<file path="config.mk">
export PLATFORM = sky130hd
export DESIGN_NAME = gripper_grasp_supervisor_flat
export DESIGN_NICKNAME = d
export VERILOG_FILES = /design/src/design/ggs_pkg.sv /design/src/design/ggs_ifs.sv /design/src/design/gripper_grasp_supervisor.sv /design/src/design/ggs_step.sv /design/src/flat_wrapper.sv
export SDC_FILE = /design/constraint.sdc
export NUM_CORES = 1
export LEC_CHECK = 0
export BUFFER_PORTS_ARGS = -buffer_cell sky130_fd_sc_hd__buf_2
export CAP_MARGIN = 20
export CORE_MARGIN = 1
export CORE_UTILIZATION = 55
export DETAILED_ROUTE_END_ITERATION = 10
export PLACE_DENSITY = 0.83
export SETUP_SLACK_MARGIN = 0.4
export SLEW_MARGIN = 10
export SYNTH_ARGS = -nofsm -noshare
export SYNTH_HDL_FRONTEND = slang
export SYNTH_SLANG_ARGS = --single-unit
</file>
<file path="constraint.sdc">
create_clock -name clk -period 10.1 [get_ports clk]
set_input_delay 1.515 -clock clk [delete_from_list [all_inputs] [get_ports clk]]
set_output_delay 1.515 -clock clk [all_outputs]
set_load 0.05 [all_outputs]
</file>
<file path="src/design/ggs_pkg.sv">
`default_nettype none
package ggs_pkg;

	typedef enum logic [2:0] {
		MODE_SAMPLE  = 3'd0,
		MODE_CONNECT = 3'd1,
		MODE_INIT    = 3'd2,
		MODE_HOLD    = 3'd3,
		MODE_RELEASE = 3'd4
	} mode_t;

	typedef enum logic [3:0] {
		PH_OFF           = 4'd0,
		PH_INITIALIZING  = 4'd1,
		PH_INITIALIZED   = 4'd2,
		PH_START_RELEASE = 4'd3,
		PH_START_HOLD    = 4'd4,
		PH_KEEP_RELEASE  = 4'd5,
		PH_KEEP_HOLD     = 4'd6,
		PH_MISS_RELEASE  = 4'd7,
		PH_MISS_HOLD     = 4'd8
	} phase_t;

	typedef enum logic [2:0] {
		REP_NONE          = 3'd0,
		REP_INIT_OK       = 3'd1,
		REP_INIT_FAIL     = 3'd2,
		REP_START_RELEASE = 3'd3,
		REP_START_HOLD    = 3'd4,
		REP_MISS_RELEASE  = 3'd5,
		REP_MISS_HOLD     = 3'd6
	} report_t;

	typedef enum logic [2:0] {
		CFG_INIT_TIMEOUT = 3'd0,
		CFG_RUN_TIMEOUT  = 3'd1,
		CFG_ANGLE_WINDOW = 3'd2,
		CFG_IDLE_CURRENT = 3'd3,
		CFG_HOLD_TRIP    = 3'd4,
		CFG_SLIP_MARGIN  = 3'd5,
		CFG_SURGE_BASE   = 3'd6,
		CFG_SURGE_STEP   = 3'd7
	} cfg_idx_t;

	localparam int CFG_IDX_W  = 3;
	localparam int CFG_DATA_W = 16;

	// Angles in degrees; scaled values are degrees * 4096 to match position * 360
	localparam logic [8:0]  ANG_REL        = 9'd330;
	localparam logic [8:0]  ANG_HOLD       = 9'd290;
	localparam logic [8:0]  ANG_HOLD_GOAL  = 9'd280;
	localparam logic [20:0] ANG_REL_X4096  = 21'd1351680;
	localparam logic [20:0] ANG_SURGE_X4096 = 21'd1196032;
	localparam logic [20:0] DEG_TO_COUNTS  = 21'd360;

	localparam logic [15:0] FORCE_LOW     = 16'd10;
	localparam logic [15:0] FORCE_HIGH    = 16'd200;
	localparam logic [7:0]  CUR_LOW       = 8'd30;
	localparam logic [7:0]  CUR_HIGH      = 8'd100;
	localparam logic [7:0]  CUR_MISS_HOLD = 8'd200;
	localparam logic [7:0]  CUR_MISS_REL  = 8'd20;

	typedef struct packed {
		logic [15:0] init_timeout_ms;
		logic [15:0] run_timeout_ms;
		logic [8:0]  angle_window_deg;
		logic [14:0] idle_current_limit;
		logic [14:0] hold_current_trip;
		logic [8:0]  hold_slip_margin_deg;
		logic [14:0] surge_base_current;
		logic [14:0] surge_step_current;
	} cfg_t;

	localparam cfg_t CFG_RESET = '{
		init_timeout_ms:      16'd1000,
		run_timeout_ms:       16'd500,
		angle_window_deg:     9'd5,
		idle_current_limit:   15'd10,
		hold_current_trip:    15'd45,
		hold_slip_margin_deg: 9'd9,
		surge_base_current:   15'd60,
		surge_step_current:   15'd30
	};

	typedef struct packed {
		phase_t             phase;
		logic               torque_enabled;
		logic               connect_pending;
		logic signed [15:0] prev_current;
		logic [8:0]         target_angle;
		logic [7:0]         target_current;
		logic [31:0]        pos_start;
		logic               pos_run;
		logic [31:0]        cur_start;
		logic               cur_run;
	} state_t;

	localparam state_t ST_RESET = '{
		phase:           PH_OFF,
		torque_enabled:  1'b0,
		connect_pending: 1'b0,
		prev_current:    16'sd0,
		target_angle:    9'd0,
		target_current:  CUR_LOW,
		pos_start:       32'd0,
		pos_run:         1'b0,
		cur_start:       32'd0,
		cur_run:         1'b0
	};

	typedef struct packed {
		logic [2:0]         mode;
		logic [11:0]        position;
		logic signed [15:0] motor_current;
		logic [31:0]        now_ms;
		logic [15:0]        force_code;
	} cmd_t;

	typedef struct packed {
		logic       goal_valid;
		logic [8:0] goal_angle_deg;
		logic [7:0] goal_current;
		logic [2:0] report_code;
		logic       connect_ack;
		logic [3:0] gripper_phase;
		logic       torque_on;
	} res_t;

endpackage
`default_nettype wire

</file>
<file path="src/design/ggs_ifs.sv">
`default_nettype none
interface ggs_cmd_if;
	logic               valid;
	logic               ready;
	logic [2:0]         mode;
	logic [11:0]        position;
	logic signed [15:0] motor_current;
	logic [31:0]        now_ms;
	logic [15:0]        force_code;

	modport source (output valid, mode, position, motor_current, now_ms, force_code,
		input ready);
	modport sink (input valid, mode, position, motor_current, now_ms, force_code,
		output ready);
endinterface

interface ggs_res_if;
	logic       valid;
	logic       ready;
	logic       goal_valid;
	logic [8:0] goal_angle_deg;
	logic [7:0] goal_current;
	logic [2:0] report_code;
	logic       connect_ack;
	logic [3:0] gripper_phase;
	logic       torque_on;

	modport source (output valid, goal_valid, goal_angle_deg, goal_current, report_code,
		connect_ack, gripper_phase, torque_on, input ready);
	modport sink (input valid, goal_valid, goal_angle_deg, goal_current, report_code,
		connect_ack, gripper_phase, torque_on, output ready);
endinterface
`default_nettype wire

</file>
<file path="src/design/gripper_grasp_supervisor.sv">
// Gripper grasp supervisor.
// cmd channel (valid/ready): one word per command (connect, initialize, hold,
//   release, with a force code) or per periodic sample of position, current
//   and millisecond timestamp; a word is taken when valid and ready are high.
// res channel (valid/ready): exactly one result word per command word, in
//   order, carrying goal angle and current, a report code, the connect
//   acknowledge, the supervisor phase and the torque enable.
// cfg port: write enable, register index and 16-bit data; write only while
//   no word is in flight. Data is masked to the register's width.
// Path: a taken word is registered in the input register, evaluated, and its
//   result registered in the result register, which drives res.valid.
// Throughput: one word per cycle unless res stalls. The whole supervisor step
//   is one short combinational pass between the input register and the result
//   register, and the state registers update on that same edge.
// Stall: when res.ready is low the result register holds; one more word may
//   wait in the input register, after which cmd.ready drops.
// Reset (arst_n low, asynchronous): phase off, torque off, timers stopped,
//   target current 30, configuration registers back to their default values.
`default_nettype none
module gripper_grasp_supervisor (
	input  wire                              clk,
	input  wire                              arst_n,
	ggs_cmd_if.sink                          cmd,
	ggs_res_if.source                        res,
	input  wire                              cfg_we,
	input  wire [ggs_pkg::CFG_IDX_W-1:0]     cfg_index,
	input  wire [ggs_pkg::CFG_DATA_W-1:0]    cfg_wdata
);

	ggs_pkg::cfg_t   cfg_q;
	ggs_pkg::state_t st_q;
	ggs_pkg::state_t st_nxt;
	ggs_pkg::cmd_t   cmd_s1;
	logic            valid_s1;
	ggs_pkg::res_t   res_c;
	ggs_pkg::res_t   res_q;
	logic            res_valid_q;
	logic            advance;

	// Move the staged word into the result register when that register is free
	assign advance   = valid_s1 && (!res_valid_q || res.ready);
	assign cmd.ready = !valid_s1 || advance;

	// Configuration registers
	always_ff @(posedge clk or negedge arst_n) begin
		if (!arst_n) begin
			cfg_q <= ggs_pkg::CFG_RESET;
		end else if (cfg_we) begin
			case (cfg_index)
				ggs_pkg::CFG_INIT_TIMEOUT: cfg_q.init_timeout_ms      <= cfg_wdata;
				ggs_pkg::CFG_RUN_TIMEOUT:  cfg_q.run_timeout_ms       <= cfg_wdata;
				ggs_pkg::CFG_ANGLE_WINDOW: cfg_q.angle_window_deg     <= cfg_wdata[8:0];
				ggs_pkg::CFG_IDLE_CURRENT: cfg_q.idle_current_limit   <= cfg_wdata[14:0];
				ggs_pkg::CFG_HOLD_TRIP:    cfg_q.hold_current_trip    <= cfg_wdata[14:0];
				ggs_pkg::CFG_SLIP_MARGIN:  cfg_q.hold_slip_margin_deg <= cfg_wdata[8:0];
				ggs_pkg::CFG_SURGE_BASE:   cfg_q.surge_base_current   <= cfg_wdata[14:0];
				ggs_pkg::CFG_SURGE_STEP:   cfg_q.surge_step_current   <= cfg_wdata[14:0];
				default: begin
				end
			endcase
		end
	end

	// Input register: capture a word whenever the stage is free or draining
	always_ff @(posedge clk or negedge arst_n) begin
		if (!arst_n) begin
			valid_s1 <= 1'b0;
		end else if (cmd.valid && cmd.ready) begin
			valid_s1 <= 1'b1;
		end else if (advance) begin
			valid_s1 <= 1'b0;
		end
	end

	always_ff @(posedge clk) begin
		if (cmd.valid && cmd.ready) begin
			cmd_s1.mode          <= cmd.mode;
			cmd_s1.position      <= cmd.position;
			cmd_s1.motor_current <= cmd.motor_current;
			cmd_s1.now_ms        <= cmd.now_ms;
			cmd_s1.force_code    <= cmd.force_code;
		end
	end

	// One supervisor step: checks, timers, next phase and goals
	ggs_step u_step (
		.cmd (cmd_s1),
		.st  (st_q),
		.cfg (cfg_q),
		.nxt (st_nxt),
		.res (res_c)
	);

	// Supervisor state advances together with the result register
	always_ff @(posedge clk or negedge arst_n) begin
		if (!arst_n) begin
			st_q <= ggs_pkg::ST_RESET;
		end else if (advance) begin
			st_q <= st_nxt;
		end
	end

	// Result register: hold while the receiver stalls, drop once taken
	always_ff @(posedge clk or negedge arst_n) begin
		if (!arst_n) begin
			res_valid_q <= 1'b0;
		end else if (advance) begin
			res_valid_q <= 1'b1;
		end else if (res.ready) begin
			res_valid_q <= 1'b0;
		end
	end

	always_ff @(posedge clk) begin
		if (advance) begin
			res_q <= res_c;
		end
	end

	assign res.valid          = res_valid_q;
	assign res.goal_valid     = res_q.goal_valid;
	assign res.goal_angle_deg = res_q.goal_angle_deg;
	assign res.goal_current   = res_q.goal_current;
	assign res.report_code    = res_q.report_code;
	assign res.connect_ack    = res_q.connect_ack;
	assign res.gripper_phase  = res_q.gripper_phase;
	assign res.torque_on      = res_q.torque_on;

endmodule
`default_nettype wire

</file>
<file path="src/design/ggs_step.sv">
`default_nettype none
module ggs_step (
	input  ggs_pkg::cmd_t   cmd,
	input  ggs_pkg::state_t st,
	input  ggs_pkg::cfg_t   cfg,
	output ggs_pkg::state_t nxt,
	output ggs_pkg::res_t   res
);

	typedef struct packed {
		logic [31:0] start;
		logic        run;
		logic        fire;
	} tmr_t;

	function automatic tmr_t tick(input logic [31:0] start, input logic run,
		input logic expired, input logic [31:0] now);
		tmr_t t;
		t.start = start;
		t.run   = run;
		t.fire  = 1'b0;
		if (!run) begin
			t.start = now;
			t.run   = 1'b1;
		end else if (expired) begin
			t.run  = 1'b0;
			t.fire = 1'b1;
		end
		return t;
	endfunction

	logic [20:0]        pos360;
	logic [20:0]        dev;
	logic               in_win;
	logic [15:0]        acur;
	logic               cur_high;
	logic [15:0]        limit;
	logic               pos_exp;
	logic               cur_exp;
	logic [8:0]         slip_deg;
	logic               slip_miss;
	logic               trip_miss;
	logic signed [16:0] rise;
	logic               surge_miss;

	assign pos360   = 21'(cmd.position) * ggs_pkg::DEG_TO_COUNTS;
	assign dev      = (pos360 >= ggs_pkg::ANG_REL_X4096) ? pos360 - ggs_pkg::ANG_REL_X4096
		: ggs_pkg::ANG_REL_X4096 - pos360;
	assign in_win   = dev < {cfg.angle_window_deg, 12'd0};
	assign acur     = cmd.motor_current[15] ? 16'(-cmd.motor_current) : cmd.motor_current;
	assign cur_high = acur > {1'b0, cfg.idle_current_limit};

	// Initializing phase waits on its own hold-off, everything else on the run one
	assign limit   = (st.phase == ggs_pkg::PH_INITIALIZING) ? cfg.init_timeout_ms
		: cfg.run_timeout_ms;
	assign pos_exp = (cmd.now_ms - st.pos_start) > {16'd0, limit};
	assign cur_exp = (cmd.now_ms - st.cur_start) > {16'd0, limit};

	// Slip threshold would drop below zero when the margin passes the holding angle; the slip check is then off
	assign slip_deg   = ggs_pkg::ANG_HOLD - cfg.hold_slip_margin_deg;
	assign slip_miss  = (cfg.hold_slip_margin_deg <= ggs_pkg::ANG_HOLD)
		&& (pos360 < {slip_deg, 12'd0});
	assign trip_miss  = cmd.motor_current > $signed({1'b0, cfg.hold_current_trip});
	assign rise       = 17'(cmd.motor_current) - 17'(st.prev_current);
	assign surge_miss = (st.prev_current > $signed({1'b0, cfg.surge_base_current}))
		&& (pos360 < ggs_pkg::ANG_SURGE_X4096)
		&& (rise > $signed({2'b00, cfg.surge_step_current}));

	always_comb begin
		tmr_t t;
		logic fail;
		logic ok;
		nxt  = st;
		res  = '0;
		t    = '0;
		fail = 1'b0;
		ok   = 1'b0;
		case (cmd.mode)
			ggs_pkg::MODE_CONNECT: begin
				nxt.connect_pending = 1'b1;
			end
			ggs_pkg::MODE_INIT, ggs_pkg::MODE_HOLD, ggs_pkg::MODE_RELEASE: begin
				if (cmd.mode == ggs_pkg::MODE_INIT) begin
					nxt.torque_enabled = 1'b1;
					nxt.phase          = ggs_pkg::PH_INITIALIZING;
					nxt.target_angle   = ggs_pkg::ANG_REL;
				end else if (cmd.mode == ggs_pkg::MODE_HOLD) begin
					nxt.phase        = ggs_pkg::PH_START_HOLD;
					nxt.target_angle = ggs_pkg::ANG_HOLD_GOAL;
				end else begin
					nxt.phase        = ggs_pkg::PH_START_RELEASE;
					nxt.target_angle = ggs_pkg::ANG_REL;
				end
				if (cmd.force_code == ggs_pkg::FORCE_LOW) begin
					nxt.target_current = ggs_pkg::CUR_LOW;
				end else if (cmd.force_code == ggs_pkg::FORCE_HIGH) begin
					nxt.target_current = ggs_pkg::CUR_HIGH;
				end
				nxt.pos_run = 1'b0;
				nxt.cur_run = 1'b0;
			end
			ggs_pkg::MODE_SAMPLE: begin
				res.connect_ack     = st.connect_pending;
				nxt.connect_pending = 1'b0;
				nxt.prev_current    = cmd.motor_current;
				if (st.torque_enabled) begin
					case (st.phase)
						ggs_pkg::PH_INITIALIZING, ggs_pkg::PH_INITIALIZED,
						ggs_pkg::PH_KEEP_RELEASE: begin
							// Window and overcurrent checks around the release angle
							if (in_win) begin
								if (cur_high) begin
									t = tick(st.cur_start, st.cur_run, cur_exp, cmd.now_ms);
									nxt.cur_start = t.start;
									nxt.cur_run   = t.run;
									fail          = t.fire;
								end else if (st.phase == ggs_pkg::PH_INITIALIZING) begin
									ok = 1'b1;
								end else begin
									nxt.cur_run = 1'b0;
								end
								nxt.pos_run = 1'b0;
							end else begin
								t = tick(st.pos_start, st.pos_run, pos_exp, cmd.now_ms);
								nxt.pos_start = t.start;
								nxt.pos_run   = t.run;
								fail          = t.fire;
							end
							if (st.phase == ggs_pkg::PH_INITIALIZING) begin
								if (ok) begin
									res.report_code = ggs_pkg::REP_INIT_OK;
									nxt.phase       = ggs_pkg::PH_INITIALIZED;
									nxt.pos_run     = 1'b0;
									nxt.cur_run     = 1'b0;
								end else if (fail) begin
									res.report_code = ggs_pkg::REP_INIT_FAIL;
								end
							end else if (st.phase == ggs_pkg::PH_INITIALIZED) begin
								if (fail) begin
									res.report_code = ggs_pkg::REP_INIT_FAIL;
									nxt.phase       = ggs_pkg::PH_INITIALIZING;
									nxt.pos_run     = 1'b0;
									nxt.cur_run     = 1'b0;
								end
							end else if (fail) begin
								res.report_code = ggs_pkg::REP_MISS_RELEASE;
								nxt.phase       = ggs_pkg::PH_MISS_RELEASE;
							end
						end
						ggs_pkg::PH_START_RELEASE: begin
							res.report_code = ggs_pkg::REP_START_RELEASE;
							nxt.phase       = ggs_pkg::PH_KEEP_RELEASE;
						end
						ggs_pkg::PH_START_HOLD: begin
							res.report_code = ggs_pkg::REP_START_HOLD;
							nxt.phase       = ggs_pkg::PH_KEEP_HOLD;
						end
						ggs_pkg::PH_KEEP_HOLD: begin
							if (slip_miss || trip_miss || surge_miss) begin
								nxt.pos_run        = 1'b0;
								nxt.target_angle   = ggs_pkg::ANG_REL;
								nxt.target_current = ggs_pkg::CUR_MISS_HOLD;
								nxt.phase          = ggs_pkg::PH_MISS_HOLD;
								res.report_code    = ggs_pkg::REP_MISS_HOLD;
							end
						end
						ggs_pkg::PH_MISS_HOLD: begin
							nxt.target_current = ggs_pkg::CUR_LOW;
							nxt.target_angle   = ggs_pkg::ANG_REL;
						end
						ggs_pkg::PH_MISS_RELEASE: begin
							nxt.target_current = ggs_pkg::CUR_MISS_REL;
							nxt.target_angle   = ggs_pkg::ANG_REL;
						end
						default: begin
						end
					endcase
					res.goal_valid     = 1'b1;
					res.goal_angle_deg = nxt.target_angle;
					res.goal_current   = nxt.target_current;
				end
			end
			default: begin
			end
		endcase
		res.gripper_phase = 4'(nxt.phase);
		res.torque_on     = nxt.torque_enabled;
	end

endmodule
`default_nettype wire
</file>
<file path="src/flat_wrapper.sv">
// flat-port wrapper written by rule: the top's interface ports become plain ports
module gripper_grasp_supervisor_flat 
  (clk, arst_n, cfg_we, cfg_index, cfg_wdata, cmd_valid, cmd_mode, cmd_position, cmd_motor_current, cmd_now_ms, cmd_force_code, cmd_ready, res_valid, res_goal_valid, res_goal_angle_deg, res_goal_current, res_report_code, res_connect_ack, res_gripper_phase, res_torque_on, res_ready);
  ggs_cmd_if cmd_i ();
  ggs_res_if res_i ();
  input  wire clk;
  input  wire arst_n;
  input  wire cfg_we;
  input  wire [ggs_pkg::CFG_IDX_W-1:0] cfg_index;
  input  wire [ggs_pkg::CFG_DATA_W-1:0] cfg_wdata;
  input wire logic [$bits(cmd_i.valid)-1:0] cmd_valid;
  input wire logic [$bits(cmd_i.mode)-1:0] cmd_mode;
  input wire logic [$bits(cmd_i.position)-1:0] cmd_position;
  input wire logic [$bits(cmd_i.motor_current)-1:0] cmd_motor_current;
  input wire logic [$bits(cmd_i.now_ms)-1:0] cmd_now_ms;
  input wire logic [$bits(cmd_i.force_code)-1:0] cmd_force_code;
  output wire logic [$bits(cmd_i.ready)-1:0] cmd_ready;
  output wire logic [$bits(res_i.valid)-1:0] res_valid;
  output wire logic [$bits(res_i.goal_valid)-1:0] res_goal_valid;
  output wire logic [$bits(res_i.goal_angle_deg)-1:0] res_goal_angle_deg;
  output wire logic [$bits(res_i.goal_current)-1:0] res_goal_current;
  output wire logic [$bits(res_i.report_code)-1:0] res_report_code;
  output wire logic [$bits(res_i.connect_ack)-1:0] res_connect_ack;
  output wire logic [$bits(res_i.gripper_phase)-1:0] res_gripper_phase;
  output wire logic [$bits(res_i.torque_on)-1:0] res_torque_on;
  input wire logic [$bits(res_i.ready)-1:0] res_ready;
  assign cmd_i.valid = cmd_valid;
  assign cmd_i.mode = cmd_mode;
  assign cmd_i.position = cmd_position;
  assign cmd_i.motor_current = cmd_motor_current;
  assign cmd_i.now_ms = cmd_now_ms;
  assign cmd_i.force_code = cmd_force_code;
  assign cmd_ready = cmd_i.ready;
  assign res_valid = res_i.valid;
  assign res_goal_valid = res_i.goal_valid;
  assign res_goal_angle_deg = res_i.goal_angle_deg;
  assign res_goal_current = res_i.goal_current;
  assign res_report_code = res_i.report_code;
  assign res_connect_ack = res_i.connect_ack;
  assign res_gripper_phase = res_i.gripper_phase;
  assign res_torque_on = res_i.torque_on;
  assign res_i.ready = res_ready;
  gripper_grasp_supervisor u_core (.clk(clk), .arst_n(arst_n), .cmd(cmd_i), .res(res_i), .cfg_we(cfg_we), .cfg_index(cfg_index), .cfg_wdata(cfg_wdata));
endmodule
</file>
; ---- Word level (Yosys, flattened, before mapping)
; Cells that the tools add are included.
[totals]
regBits = 323
output_inout_bits = 29
word_cells = 192
[classes]
add_sub_neg = 7
multipliers = 1
magnitude_cmp = 11
eq_ne = 26
n_mux = 76
n_bitwise = 3
reduce_logical = 36
[op_table]
columns = operator, n
row1 = 32-bit two-way mux, 5
row2 = 83-bit two-way mux, 1
row3 = 33-bit two-way mux, 2
row4 = 32-bit by 16-bit greater-than comparator with 1-bit output, 2
row5 = 32-bit subtractor, 2
row6 = 17-bit case mux with 3 select lines, 1
row7 = 21-bit < comparator, 2
row8 = 21-bit two-way mux, 2
row9 = 17-bit case mux with 2 select lines, 1
row10 = 1-bit two-way mux, 33
row11 = 16-bit greater-than comparator, 2
row12 = 16-bit two-way mux, 2
row13 = 4-bit two-way mux, 7
row14 = 2-bit AND reduction, 11
row15 = 21-bit >= comparator (second input constant), 1
row16 = 21-bit < comparator (second input constant), 1
row17 = 21-bit subtractor (first input constant), 1
row18 = 21-bit subtractor (second input constant), 1
row19 = 12-bit by 6-bit multiplier with 18-bit output (second input constant), 1
row20 = 3-bit two-way mux, 6
row21 = 17-bit by 16-bit greater-than comparator with 1-bit output, 1
row22 = 17-bit two-way mux, 1
row23 = 16-bit by 16-bit subtractor with 17-bit output, 1
row24 = 16-bit by 4-bit == test with 1-bit output (second input constant), 1
row25 = other kinds (34), 72

; ---- Depth between registers and ports, before layout
; Gate-level depths: netlist of the first run.
[logic_depth]
ltp_word = 16
depth_mapped = 31
ltp_nobuf = 29

; ---- By module
; A second synthesis of the first run with hierarchy kept.
[hier_totals]
hier_cells = 2362
hier_area_um2 = 23506.3
[by_module_without_submodules]
columns = module, n_inst, cells_per_inst, area_each_um2, seq_area_each_um2
row1 = ggs_step, 1, 1785, 12139.1, 0.0
row2 = gripper_grasp_supervisor, 1, 577, 11367.2, 8655.8

; ---- Worst setup path before layout of the first run
; No wires, ideal clock.
[synth_path]
path_kind = reg-to-reg
from = reg u_core.cmd_s1[67] (netlist name)
to = reg u_core.st_q[38] (netlist name)
arrival_ps = 6876
required_ps = 9975
path_slack_ps = 3099
path_stages_with_launch = 27
path_buffers = 2
period_less_slack_ps = 7001
cell_sequence = edfxtp_1 ha_1 ha_1 xnor2_1 fa_1 inv_1 ha_1 buf_2 a21o_1 a31oi_1 nand2_1 o311ai_0 inv_1 ha_1 a21boi_0 o31ai_1 a21oi_2 mux2i_1 xnor2_1 ha_1 a21o_1 a21o_1 a2111oi_0 nand2_1 nand3b_1 buf_2 mux2_2
[synth_via]
elab_chain_cells = 6
word_cells_on_any_way = 8
cone_classes = add/sub (2) / mul (1) / order compare (2) / mux (1) / bitwise (1) / reduce/logical (1)
[synth_rtl]
columns = element, line
row1 = start: declaration, gripper_grasp_supervisor.sv:33  ; ggs_pkg::cmd_t cmd_s1;
row2 = 12-bit by 6-bit multiplier with 18-bit output (*), ggs_step.sv:46  ; assign pos360 = 21'(cmd.position) * ggs_pkg::DEG_TO_COUNTS;
row3 = "21-bit subtractor, or another cell as far along", ggs_step.sv:48  ; : ggs_pkg::ANG_REL_X4096 - pos360;
row4 = 21-bit two-way mux (*), ggs_step.sv:47  ; assign dev = (pos360 >= ggs_pkg::ANG_REL_X4096) ? pos360 - ggs_pkg::ANG_REL_X4096
row5 = 21-bit < comparator (*), ggs_step.sv:49  ; assign in_win = dev < {cfg.angle_window_deg, 12'd0};
row6 = 1-bit inverter (no line) (*), --
row7 = 6-bit AND reduction (no line) (*), --
row8 = end signal: assignment, gripper_grasp_supervisor.sv:97  ; st_q <= ggs_pkg::ST_RESET;
row9 = end signal: assignment, gripper_grasp_supervisor.sv:99  ; st_q <= st_nxt;
row10 = end: declaration, gripper_grasp_supervisor.sv:31  ; ggs_pkg::state_t st_q;
; Every way passes the cells marked *; elsewhere a longest branch is shown, timed or not.
; A chain may end at the register's enable or synchronous reset.

; ---- Worst setup path in the final report of the first run
[layout_path]
from = reg u_core.cmd_s1[67] (netlist name)
to = reg u_core.st_q[8] (netlist name)
[layout_via]
elab_chain_cells = 5
word_cells_on_any_way = 7
cone_classes = add/sub (2) / mul (1) / order compare (2) / mux (1) / reduce/logical (1)
[layout_rtl]
columns = element, line
row1 = 12-bit by 6-bit multiplier with 18-bit output (*), ggs_step.sv:46
row2 = "21-bit subtractor, or another cell as far along", ggs_step.sv:48
row3 = 21-bit two-way mux (*), ggs_step.sv:47
row4 = 21-bit < comparator (*), ggs_step.sv:49
row5 = 7-bit AND reduction (no line) (*), --
; Marks and branches as above.

==> reports/results.ini, run 1 <==
[placement]
place_congestion=0.916
io_buffers=131
detailed_place_hpwl_mm=40.6

[clock_tree]
cts_buffers=37
tritoncts=done
postCtsHoldBufs=0
postCtsSetupRepairBufs=0
cts_max_path_buffers=3
clk_lat_worst_skew_ns=0.56
resize_count_post_cts=0
cts.htree.levels=2
clock-root-buffer=sky130_fd_sc_hd__clkbuf_16
number_of_clock_sinks=323
clk_pin_slew_worst_paths_ns=0.06

[power_and_ir_drop]
power_switching_share=0.386
cellLeakagePower_nw=10.9
clock_power_share=0.247
p_switching_mw=2.12
comb_power_share=0.445
share_seq_of_total_power=0.308
vdd_ir_drop_max_mv=0.139
cellPowerDensity_nw_per_um2=225
p_int_mw=3.38

[setup_path]
setup.worst_path.end_class=flop
r2r.worst_path.cells=27
criticalPathCategory=flop to flop
ff_to_ff_start=u_core.cmd_s1[67]
ff2ff_setup_slack_ns=2.01
cp_data_arrival_time_ns=8.56
critical_path_peak_fanout=29
worst_setup_start_kind=flop
worst-endpoint-required_ns=10.56
r2r-end=u_core.st_q[8]
crit_path_start=u_core.cmd_s1[67]

[synth]
synthFlopType=sky130_fd_sc_hd__dfrtp_1
async_reset_ff_frac=0.672
synth.avg_cell_area_um2=9.83
ys_ff_latch=323
synth_warnings=0
synthesized_cell_area_um2=22000
synth_enable_flop_cells=106
post_synth_num_cell_types=92
synth_nets=2586
netlist_instances=2238
synth_sequential_area_ratio=0.393

[floorplanning]
die_area_um2=40800
floorplan.core_area_um2=39100
rows=72
die_x_um=202
io_pins=132
floorplan.initialDensity=0.563
die_height_um=202

[timing]
rsz0062_at_grt=false
finalSetupTns_ns=0
hold_viol_final=0
tightest_slew_ns=1.11
fmaxAchievable_mhz=124
fin_crit_ns=8.09
final_setup_violations=0
min_period_over_period=0.801
slew_headroom=0.255
drv_slew=0
clock_skew_ns=0.0143

[run_status]
status=complete, no violations

[finish]
area_growth_syn_to_layout_pct=11.1
area_used_by_multi_input_combinational_logic_um2=12300
antennaDiodeCount=0
layout_commonest_cell=sky130_fd_sc_hd__ha_1
final_core_util=0.625
layout.area.seq_um2=8660
commonest_cells_after_routing_fill_and_taps_aside=229 x sky130_fd_sc_hd__ha_1, 221 x sky130_fd_sc_hd__inv_1, 195 x sky130_fd_sc_hd__nand2_1, 183 x sky130_fd_sc_hd__dfrtp_1, 157 x sky130_fd_sc_hd__a21oi_1
final.fill_count=3252
final_net_count=2712
layout_cell_share_with_drive_strength_beyond_1=0.172

[worst_hold_path]
worstHoldStart=u_core.st_q[77]
worst_hold_path_type=flop to flop
worst_hold_path.num_cells=1
holdPathEnd=u_core.st_q[77]

[global_route]
global_route_wire_length_before_repair_mm=88.7
global_route.usage.total=0.268
antenna_found_initial=0
vias_in_the_first_global_route=17200
global_route.overflow_total=0
largest_net_degree_at_the_start_of_global_routing=86

[detailed_routing]
total_drc_errors_in_the_routed_layout=0
dr_total_vias=17600
route.antenna.remaining_nets=0
detail_route.wl_per_cell_um=18.6
vias_per_cell=6.04
overall_routed_net_length_mm=54.3
drtPass1Iterations=8
dr.first_iter.drc_count=1318

[job]
cap_violations=0

worst max-delay path, cell delays in order, from the launching register on:
cell                        delay (ns)
sky130_fd_sc_hd__edfxtp_1         0.41
sky130_fd_sc_hd__ha_1             0.35
sky130_fd_sc_hd__ha_1             0.33
sky130_fd_sc_hd__xnor2_1          0.16
sky130_fd_sc_hd__fa_1             0.51
sky130_fd_sc_hd__inv_1            0.05
sky130_fd_sc_hd__ha_1             0.39
sky130_fd_sc_hd__a21o_1           0.25
sky130_fd_sc_hd__a31oi_1          0.22
sky130_fd_sc_hd__nand2_1          0.07
sky130_fd_sc_hd__o311ai_0         0.70
sky130_fd_sc_hd__inv_1            0.25
sky130_fd_sc_hd__ha_1             0.32
sky130_fd_sc_hd__a21boi_0         0.27
sky130_fd_sc_hd__o31ai_1          0.12
sky130_fd_sc_hd__a21oi_2          0.43
sky130_fd_sc_hd__mux2i_1          0.27
sky130_fd_sc_hd__xnor2_1          0.09
sky130_fd_sc_hd__ha_1             0.32
sky130_fd_sc_hd__a21o_1           0.18
sky130_fd_sc_hd__a21o_1           0.17
sky130_fd_sc_hd__a2111oi_0        0.79
sky130_fd_sc_hd__nand2_1          0.32
sky130_fd_sc_hd__nor3_4           0.38
sky130_fd_sc_hd__buf_8            0.24
sky130_fd_sc_hd__buf_4            0.24
sky130_fd_sc_hd__nand2_1          0.06
sky130_fd_sc_hd__o21ai_0          0.09
cells by family after synthesis:
group,after synthesis,synth area share
AO/OA/AOI/OAI,576,0.168
XOR/XNOR,84,0.0338
adder cells (fa/ha/maj),245,0.145
buffers and inverters,280,0.0488
flip-flops,323,0.393
multiplexers,167,0.0839
AND/OR/NAND/NOR,563,0.127
Yosys cell counts, types with 16 or more instances:
cell type                  number  area share
sky130_fd_sc_hd__a211oi_1      18      0.0061
sky130_fd_sc_hd__nor3_1        36      0.0082
sky130_fd_sc_hd__nor2_1        99       0.017
sky130_fd_sc_hd__nor2b_1       16      0.0045
sky130_fd_sc_hd__ha_1         229        0.13
sky130_fd_sc_hd__fa_1          16       0.015
sky130_fd_sc_hd__xor2_1        34       0.014
sky130_fd_sc_hd__dfstp_2       34       0.041
sky130_fd_sc_hd__dfrtp_1      183        0.21
sky130_fd_sc_hd__inv_1        221       0.038
sky130_fd_sc_hd__nand2b_1      30      0.0085
sky130_fd_sc_hd__a21oi_1      157       0.036
sky130_fd_sc_hd__a21o_1        46       0.016
sky130_fd_sc_hd__nand3_1       31      0.0070
sky130_fd_sc_hd__edfxtp_1     106        0.14
sky130_fd_sc_hd__clkbuf_1      43      0.0073
sky130_fd_sc_hd__nand2_1      195       0.033
sky130_fd_sc_hd__o211ai_1      17      0.0058
sky130_fd_sc_hd__o21a_1        39       0.013
sky130_fd_sc_hd__and2_1        24      0.0068
sky130_fd_sc_hd__nand4_1       39       0.011
sky130_fd_sc_hd__xnor2_1       49       0.019
sky130_fd_sc_hd__mux2_2       139       0.071
sky130_fd_sc_hd__mux2i_1       27       0.012
sky130_fd_sc_hd__o21ai_0      147       0.033
sequential cells by signal (all words and copies together) (netlist names):
register,flops
u_core.res.report_code,3
u_core.res.valid,1
u_core.cmd_s1,79
u_core.res.goal_angle_deg,9
u_core.cfg_q,110
u_core.res.connect_ack,1
u_core.res.gripper_phase,4
u_core.res.torque_on,1
u_core.res.goal_valid,1
u_core.st_q,105
u_core.res.goal_current,8
u_core.valid_s1,1
cell type report:
type | count | area share
multi-input combinational | 1635 | 0.503
sequential | 323 | 0.354
clock buffer | 45 | 0.0395
inverter | 221 | 0.0339
timing repair buffer | 146 | 0.0321
tap | 518 | 0.0265
clock inverter | 23 | 0.0105
metal layers:
metal	track usage	wire, um
met5	0	0
met4	0.0915	1460
met1	0.362	24200
met3	0.0329	2890
met2	0.444	25700
per-stage QoR:
stage	hold slack, ns	worst slack (ns)	power, mW	std cells	cell area [um^2]
final	0.474	2.01	5.50	2911	24400
after detailed placement	0.457	1.62	4.10	2842	23200
after floorplan	0.435	3.10	3.51	2238	22000
after CTS	0.475	1.58	5.50	2910	24400
after global placement	0.452	1.87	4.00	2842	23200
after global routing	0.504	1.33	5.90	2911	24400
power by group through the flow:
stage / Combinational [mW] / Clock (mW) / Sequential, mW
after floorplan: 1.81 / 0 / 1.70
after global placement: 2.29 / 0 / 1.70
after detailed placement: 2.38 / 0 / 1.72
after CTS: 2.43 / 1.38 / 1.69
after global routing: 2.75 / 1.43 / 1.72
final: 2.45 / 1.36 / 1.70
worst max path at each step:
stage | end | slack [ns] | cells past startpoint
after CTS | u_core.st_q[8] | 1.58 | 26
after floorplan | u_core.st_q[38] | 3.10 | 26
after global placement | u_core.st_q[11] | 1.87 | 26
final | u_core.st_q[8] | 2.01 | 27
after global routing | u_core.st_q[5] | 1.33 | 28
after detailed placement | u_core.st_q[8] | 1.62 | 26
Note: power is estimated with default switching activity, not from simulation.
==> run 2: changes to the inputs <==
--- a/config.mk
+++ b/config.mk
@@ -5,12 +5,13 @@
 export SDC_FILE = /design/constraint.sdc
 export NUM_CORES = 1
 export LEC_CHECK = 0
+export ABC_AREA = 1
 export BUFFER_PORTS_ARGS = -buffer_cell sky130_fd_sc_hd__buf_2
 export CAP_MARGIN = 20
 export CORE_MARGIN = 1
 export CORE_UTILIZATION = 55
 export DETAILED_ROUTE_END_ITERATION = 10
-export PLACE_DENSITY = 0.83
+export PLACE_DENSITY = 0.86
 export SETUP_SLACK_MARGIN = 0.4
 export SLEW_MARGIN = 10
 export SYNTH_ARGS = -nofsm -noshare
==> constraint.sdc (replaced) <==
create_clock -name clk -period 7 [get_ports clk]
set_input_delay 1.05 -clock clk [delete_from_list [all_inputs] [get_ports clk]]
set_output_delay 1.05 -clock clk [all_outputs]
set_load 0.05 [all_outputs]
==> reports/results.ini, run 2 <==
[detailed_routing]
dr_total_vias=19500  ; +11%
route.antenna.remaining_nets=0  ; unchanged
dr.first_iter.drc_count=1341  ; +1.7%
vias_per_cell=5.37  ; -11%
total_drc_errors_in_the_routed_layout=0  ; unchanged
overall_routed_net_length_mm=55.2  ; +1.7%
drtPass1Iterations=8  ; unchanged
detail_route.wl_per_cell_um=15.2  ; -19%

[finish]
largest_register_ff_count=110  ; unchanged
final_core_util=0.630  ; +0.00469
layout_commonest_cell=sky130_fd_sc_hd__nand2_1
final_net_count=3432  ; +27%
layout_cell_share_with_drive_strength_beyond_1=0.0980  ; -0.0737
largest-register=u_core.cfg_q
design_area_um2=25300  ; +3.3%
reg.largest.list=u_core.cfg_q x110, u_core.st_q x105, u_core.cmd_s1 x79
commonest_cells_after_routing_fill_and_taps_aside=784 x sky130_fd_sc_hd__nand2_1, 537 x sky130_fd_sc_hd__inv_1, 238 x sky130_fd_sc_hd__o21ai_0, 221 x sky130_fd_sc_hd__ha_1, 183 x sky130_fd_sc_hd__dfrtp_1
final-instance-count-excl-fill=3638  ; +25%
area_growth_syn_to_layout_pct=12.1

[clock_tree]
clk_pin_slew_worst_paths_ns=0.06  ; about the same
cts_max_path_buffers=3  ; unchanged
cts.htree.levels=2  ; unchanged
postCtsHoldBufs=0  ; unchanged
number_of_clock_sinks=323  ; unchanged
cts_buffers=36  ; -2.7%
clock-root-buffer=sky130_fd_sc_hd__clkbuf_16
clk_lat_worst_skew_ns=0.58  ; +0.02 ns
tritoncts=done

[global_route]
global_route.usage.met2=0.456  ; +0.0120
vias_in_the_first_global_route=19000  ; +10%
global_route.usage.total=0.270  ; +0.00201
gr-usage-met1=0.354  ; -0.00830
top_usage_layer=met2
antenna_found_initial=1  ; +1
globalRouteMet3Util=0.0405  ; +0.00760
largest_net_degree_at_the_start_of_global_routing=92  ; +7.0%
global_route.overflow_total=0  ; unchanged
global_route_wire_length_before_repair_mm=90.9  ; +2.6%

[floorplanning]
floorplan.initialDensity=0.562  ; -0.000742
die_area_um2=41800  ; +2.4%
die_x_um=204  ; +1.2%
io_pins=132  ; unchanged
die_height_um=204  ; +1.2%
floorplan.core_area_um2=40100  ; +2.6%
rows=73  ; +1.4%

[timing]
hold_viol_final=0  ; unchanged
finalSetupTns_ns=0  ; unchanged
timing.hold.ws_ns=0.469  ; -0.00548 ns
drv_slew=0  ; unchanged
fin_crit_ns=6.22  ; -1.87 ns
slew_headroom=0.285  ; +0.0299
layout_setup_ws_ns=0.782  ; -1.23 ns
final_setup_violations=0  ; unchanged
tightest_slew_ns=1.07  ; -0.0416 ns
rsz0062_at_grt=false
min_period_over_period=0.888  ; +0.0872
clock_skew_ns=0.0311  ; +0.0167 ns
fmaxAchievable_mhz=161  ; +30%

[power_and_ir_drop]
share_seq_of_total_power=0.258  ; -0.050
comb_power_share=0.550  ; +0.105
p_int_mw=5.61  ; +66%
post-layout-total-power_mw=10.3  ; +87%
clock_power_share=0.192  ; -0.055
p_switching_mw=4.67  ; +120%
cellLeakagePower_nw=12.9  ; +19%
power_switching_share=0.454  ; +0.0686
vdd_ir_drop_max_mv=0.255  ; +83%
cellPowerDensity_nw_per_um2=407  ; +81%

[synth]
synth_fa_ha_area_frac=0.141  ; -0.00342
post_synth_num_cell_types=56  ; -39%
main_combinational_cell_family_by_area_after_synthesis=simple AND/OR/NAND/NOR gates
synth_warnings=0  ; unchanged
synthesized_cell_area_um2=22500  ; +2.4%
synth_top_cell_area_share=0.203  ; -0.00492
async_reset_ff_frac=0.672  ; unchanged
synthMostInstantiatedCell=sky130_fd_sc_hd__nand2_1
synth.area.mux_share=0.00666  ; -0.0773
synth_enable_flop_cells=106  ; unchanged
ys_ff_latch=323  ; unchanged
synth-compound-area-share=0.114  ; -0.0542
synth.area.top_cells=sky130_fd_sc_hd__dfrtp_1 20%, sky130_fd_sc_hd__edfxtp_1 14%, sky130_fd_sc_hd__nand2_1 13%, sky130_fd_sc_hd__ha_1 13%, sky130_fd_sc_hd__inv_1 9.0%
synth_nets=3287  ; +27%
synth-xor-area-share=0.0322  ; -0.00158
synthSimpleGateAreaFrac=0.223  ; +0.0958
synth.avg_cell_area_um2=7.67  ; -22%
post_synth_most_frequent_cells=787 x sky130_fd_sc_hd__nand2_1, 541 x sky130_fd_sc_hd__inv_1, 240 x sky130_fd_sc_hd__o21ai_0
netlist_instances=2939  ; +31%
synth_top_cell_by_area=sky130_fd_sc_hd__dfrtp_1
synthFlopType=sky130_fd_sc_hd__dfrtp_1
synth_sequential_area_ratio=0.384  ; -0.00930

[setup_path]
worst_path_most_repeated_cell=sky130_fd_sc_hd__nand2_1
cp_data_arrival_time_ns=6.56  ; -2.00 ns
critical_path_peak_fanout=8  ; -72%
r2r-end=u_core.res.gripper_phase[1]
ff2ff_setup_slack_ns=0.78  ; -1.23 ns
r2r.worst_path.cells=41  ; +52%
ff_to_ff_start=u_core.cmd_s1[66]
critical_path.max_stage_delay_ns=0.54  ; -0.25 ns
worst_setup_start_kind=flop
critPathSlowestCell=sky130_fd_sc_hd__fa_1
worst-endpoint-required_ns=7.34  ; -3.22 ns
setup.worst_path.end_class=flop
criticalPathCategory=flop to flop

[run_status]
status=complete, no violations

[placement]
io_buffers=131  ; unchanged
placed_cells_incl_taps=3561  ; +25%
detailed_place_hpwl_mm=41.4  ; +1.8%
placed_area_um2=23800  ; +2.5%
place_congestion=0.968  ; +5.7%
pre_cts_ws_ns=0.307  ; -1.31 ns

[worst_hold_path]
worst_hold_path_type=input port to async pin

[job]
cap_violations=0  ; unchanged

-- run 2: cell type report --
class                      count  area (um^2)
antenna                        1         2.50
inverter                     548         2060
fill                        3400        14800
tap                          525          657
clock inverter                18          241
multi-input combinational   2026        11800
clock buffer                  48         1010
sequential                   323         8660
timing repair buffer         149          853
-- run 2: worst max-delay path, delay by kind of cell, from the launching register on --
kind / cells / cell delay, ns
AND/OR/NAND/NOR: 24 / 2.29
XOR/XNOR: 3 / 0.55
adder cells (fa/ha/maj): 6 / 1.97
AO/OA/AOI/OAI: 2 / 0.18
buffers and inverters: 6 / 0.55
flip-flops: 1 / 0.45
-- run 2: per-layer routing --
metal	part of all wire	wire (um)	vias to the layer above
li1	-	-	9733
met1	0.44	24400	9144
met2	0.47	25900	550
met3	0.058	3180	108
met4	0.029	1620	0
met5	0	0	-
-- run 2: what timing repair did --
action / 4_1_cts / 5_1_grt
pin swaps: 0 / 1
buffers inserted: 0 / 8
gates resized for setup: 1 / 20
setup endpoints to repair: 2 / 73
-- run 2: cell families (layout without fill, tap and decap cells) --
logic type | count (synthesis) | count (layout)
and+or+nand+nor | 1212 | 1212
AOI/OAI and AO/OA | 472 | 472
xor gates and xnor gates | 82 | 82
adders and majority gates | 245 | 245
muxes | 15 | 15
DFF | 323 | 323
other | 0 | 1
buffers and inverters | 590 | 763
-- run 2: worst max path at each step --
stage / start / to / depth (start not counted)
2_1_floorplan: u_core.cmd_s1[66] / u_core.res.gripper_phase[1] / 39
4_1_cts: u_core.cmd_s1[66] / u_core.res.gripper_phase[1] / 39
6_report: u_core.cmd_s1[66] / u_core.res.gripper_phase[1] / 41
3_3_place_gp: u_core.cmd_s1[66] / u_core.res.gripper_phase[1] / 39
3_5_place_dp: u_core.cmd_s1[66] / u_core.res.gripper_phase[1] / 39
5_1_grt: u_core.cmd_s1[66] / u_core.res.gripper_phase[1] / 42
-- run 2: power groups by stage --
stage | Clock, mW | Combinational [mW] | Sequential [mW]
3_3_place_gp | 0 | 5.24 | 2.66
6_report | 1.97 | 5.66 | 2.65
2_1_floorplan | 0 | 4.09 | 2.67
4_1_cts | 2.02 | 5.42 | 2.64
5_1_grt | 2.08 | 6.44 | 2.69
3_5_place_dp | 0 | 5.36 | 2.67
==> run 3: changes to the inputs <==
--- a/config.mk
+++ b/config.mk
@@ -5,13 +5,12 @@
 export SDC_FILE = /design/constraint.sdc
 export NUM_CORES = 1
 export LEC_CHECK = 0
-export ABC_AREA = 1
 export BUFFER_PORTS_ARGS = -buffer_cell sky130_fd_sc_hd__buf_2
 export CAP_MARGIN = 20
 export CORE_MARGIN = 1
-export CORE_UTILIZATION = 55
+export CORE_UTILIZATION = 45
 export DETAILED_ROUTE_END_ITERATION = 10
-export PLACE_DENSITY = 0.86
+export PLACE_DENSITY = 0.74
 export SETUP_SLACK_MARGIN = 0.4
 export SLEW_MARGIN = 10
 export SYNTH_ARGS = -nofsm -noshare
==> reports/results.ini, run 3 (same netlist as run 1, synthesis figures left out) <==
[run_status]
status=complete, no violations

[timing]
clock_skew_ns=0.0337  ; +0.00263 ns
finalSetupTns_ns=0  ; unchanged
fmaxAchievable_mhz=151  ; -6.0%
tightest_slew_ns=1.03  ; -0.0359 ns
drv_slew=0  ; unchanged
final_setup_violations=0  ; unchanged
slew_headroom=0.293  ; +0.00780
fin_crit_ns=6.61  ; +0.395 ns
hold_viol_final=0  ; unchanged
layout_setup_ws_ns=0.387  ; -0.395 ns
rsz0062_at_grt=true
min_period_over_period=0.945  ; +0.0565

[placement]
io_buffers=131  ; unchanged
placed_cells_incl_taps=2944  ; -17%
place_congestion=0.946  ; -2.3%
detailed_place_hpwl_mm=40.4  ; -2.4%
pre_cts_ws_ns=-0.118  ; -0.425 ns

[detailed_routing]
maxUsedRoutingLayer=met4
detail_route.wl_per_cell_um=18.4  ; +21%
route.antenna.remaining_nets=0  ; unchanged
route.met3.wl_mm=2.88  ; -9.6%
vias_per_cell=5.79  ; +7.8%
dr.first_iter.drc_count=1375  ; +2.5%
dr_total_vias=17700  ; -9.4%
drtPass1Iterations=5  ; -3
met2_wirelength_mm=26.1  ; +0.74%
drt-met1-wl_mm=25.1  ; +2.6%
total_drc_errors_in_the_routed_layout=0  ; unchanged
overall_routed_net_length_mm=56.2  ; +1.8%

[power_and_ir_drop]
vdd_ir_drop_max_mv=0.234  ; -8.3%
post-layout-total-power_mw=8.72  ; -15%
cellLeakagePower_nw=11.3  ; -13%
cellPowerDensity_nw_per_um2=341  ; -16%

[worst_hold_path]
worst_hold_path_type=input port to async pin

[clock_tree]
number_of_clock_sinks=323  ; unchanged
tritoncts=done
cts_max_path_buffers=3  ; unchanged
clk_lat_worst_skew_ns=0.58  ; about the same
cts.htree.levels=2  ; unchanged
cts_buffers=37  ; +2.8%
postCtsHoldBufs=0  ; unchanged
clk_pin_slew_worst_paths_ns=0.06  ; about the same
clock-root-buffer=sky130_fd_sc_hd__clkbuf_16

[setup_path]
cp_data_arrival_time_ns=7.06  ; +0.50 ns
critPathSlowestCell=sky130_fd_sc_hd__fa_1
critical_path.max_stage_delay_ns=0.52  ; -0.02 ns
criticalPathCategory=flop to flop
critical_path_peak_fanout=8  ; unchanged
crit_path_start=u_core.cmd_s1[67]
ff_to_ff_start=u_core.cmd_s1[67]
worst_setup_start_kind=flop
worst-endpoint-required_ns=7.44  ; +0.10 ns
setup.worst_path.end_class=flop

[global_route]
antenna_found_initial=0  ; -1
global_route_wire_length_before_repair_mm=89.5  ; -1.6%
global_route.usage.total=0.221  ; -0.0487
largest_net_degree_at_the_start_of_global_routing=90  ; -2.2%
global_route.overflow_total=0  ; unchanged
vias_in_the_first_global_route=17600  ; -7.5%

[job]
cap_violations=0  ; unchanged

[floorplanning]
io_pins=132  ; unchanged
die_x_um=223  ; +9.1%
die_area_um2=49800  ; +19%
floorplan.core_area_um2=47900  ; +20%
rows=80  ; +9.6%
die_height_um=223  ; +9.1%
floorplan.initialDensity=0.459  ; -0.103

[finish]
layout_commonest_cell=sky130_fd_sc_hd__inv_1
largest-register=u_core.cfg_q
layout_cell_share_with_drive_strength_beyond_1=0.218  ; +0.120
area_growth_syn_to_layout_pct=16.4
final_core_util=0.534  ; -0.0956
largest_register_ff_count=110  ; unchanged
final_net_count=2759  ; -20%
final.fill_count=4072  ; +20%
antennaDiodeCount=0  ; -1
final-instance-count-excl-fill=3055  ; -16%
commonest_cells_after_routing_fill_and_taps_aside=216 x sky130_fd_sc_hd__inv_1, 209 x sky130_fd_sc_hd__ha_1, 194 x sky130_fd_sc_hd__nand2_1, 183 x sky130_fd_sc_hd__dfrtp_1, 150 x sky130_fd_sc_hd__a21oi_1
reg.largest.list=u_core.cfg_q x110, u_core.st_q x105, u_core.cmd_s1 x79

run 3: cell type report:
type | instances | area, um^2 | area share
multi-input combinational | 1635 | 12900 | 0.503
sequential | 323 | 8660 | 0.338
timing repair buffer | 193 | 1270 | 0.0496
clock buffer | 48 | 1030 | 0.0403
inverter | 221 | 832 | 0.0325
tap | 615 | 769 | 0.0300
clock inverter | 20 | 181 | 0.00708
run 3: repair_timing:
action	4_1_cts	5_1_grt
pin swaps	9	24
resized for setup	22	87
gates cloned	1	3
setup endpoints to repair	73	106
buffers inserted	6	30
run 3: routing by layer:
| metal | up-vias | track usage |
|---|---|---|
| met5 | - | 0 |
| met4 | 0 | 0.0990 |
| met3 | 142 | 0.0316 |
| met2 | 477 | 0.360 |
| met1 | 8608 | 0.292 |
| li1 | 8464 | - |
run 3: power breakdown:
part	internal (mW)	switching, mW	leakage (nW)
Sequential	2.26	0.187	3.57
Combinational	1.94	2.38	7.09
Clock	1.13	0.828	0.606
run 3: final timing paths:
path                                          to  slack, ns  depth (start not counted)
worst min register to register   u_core.st_q[82]       0.47                          1
worst max-delay path             u_core.st_q[56]       0.39                         29
max in group asynchronous        u_core.st_q[60]       5.05                          2
worst min-delay path            u_core.cfg_q[45]       0.45                          1
worst max register to register   u_core.st_q[56]       0.39                         29
min in group clk                 u_core.st_q[82]       0.47                          1
run 3: critical path: cells and delay by family, from the launching register on:
family	cells	cell delay (ns)
buf+inv	6	0.92
mux	2	0.51
xor+xnor	2	0.27
fa+ha+maj	5	1.70
flops	1	0.45
compound gates	7	1.52
simple gates	7	1.12
run 3: stage by stage:
stage / cell area (um^2) / hold WS, ns
2_1_floorplan: 22000 / 0.435
3_3_place_gp: 23400 / 0.452
5_1_grt: 25600 / 0.490
6_report: 25600 / 0.454
3_5_place_dp: 23400 / 0.453
4_1_cts: 24800 / 0.470
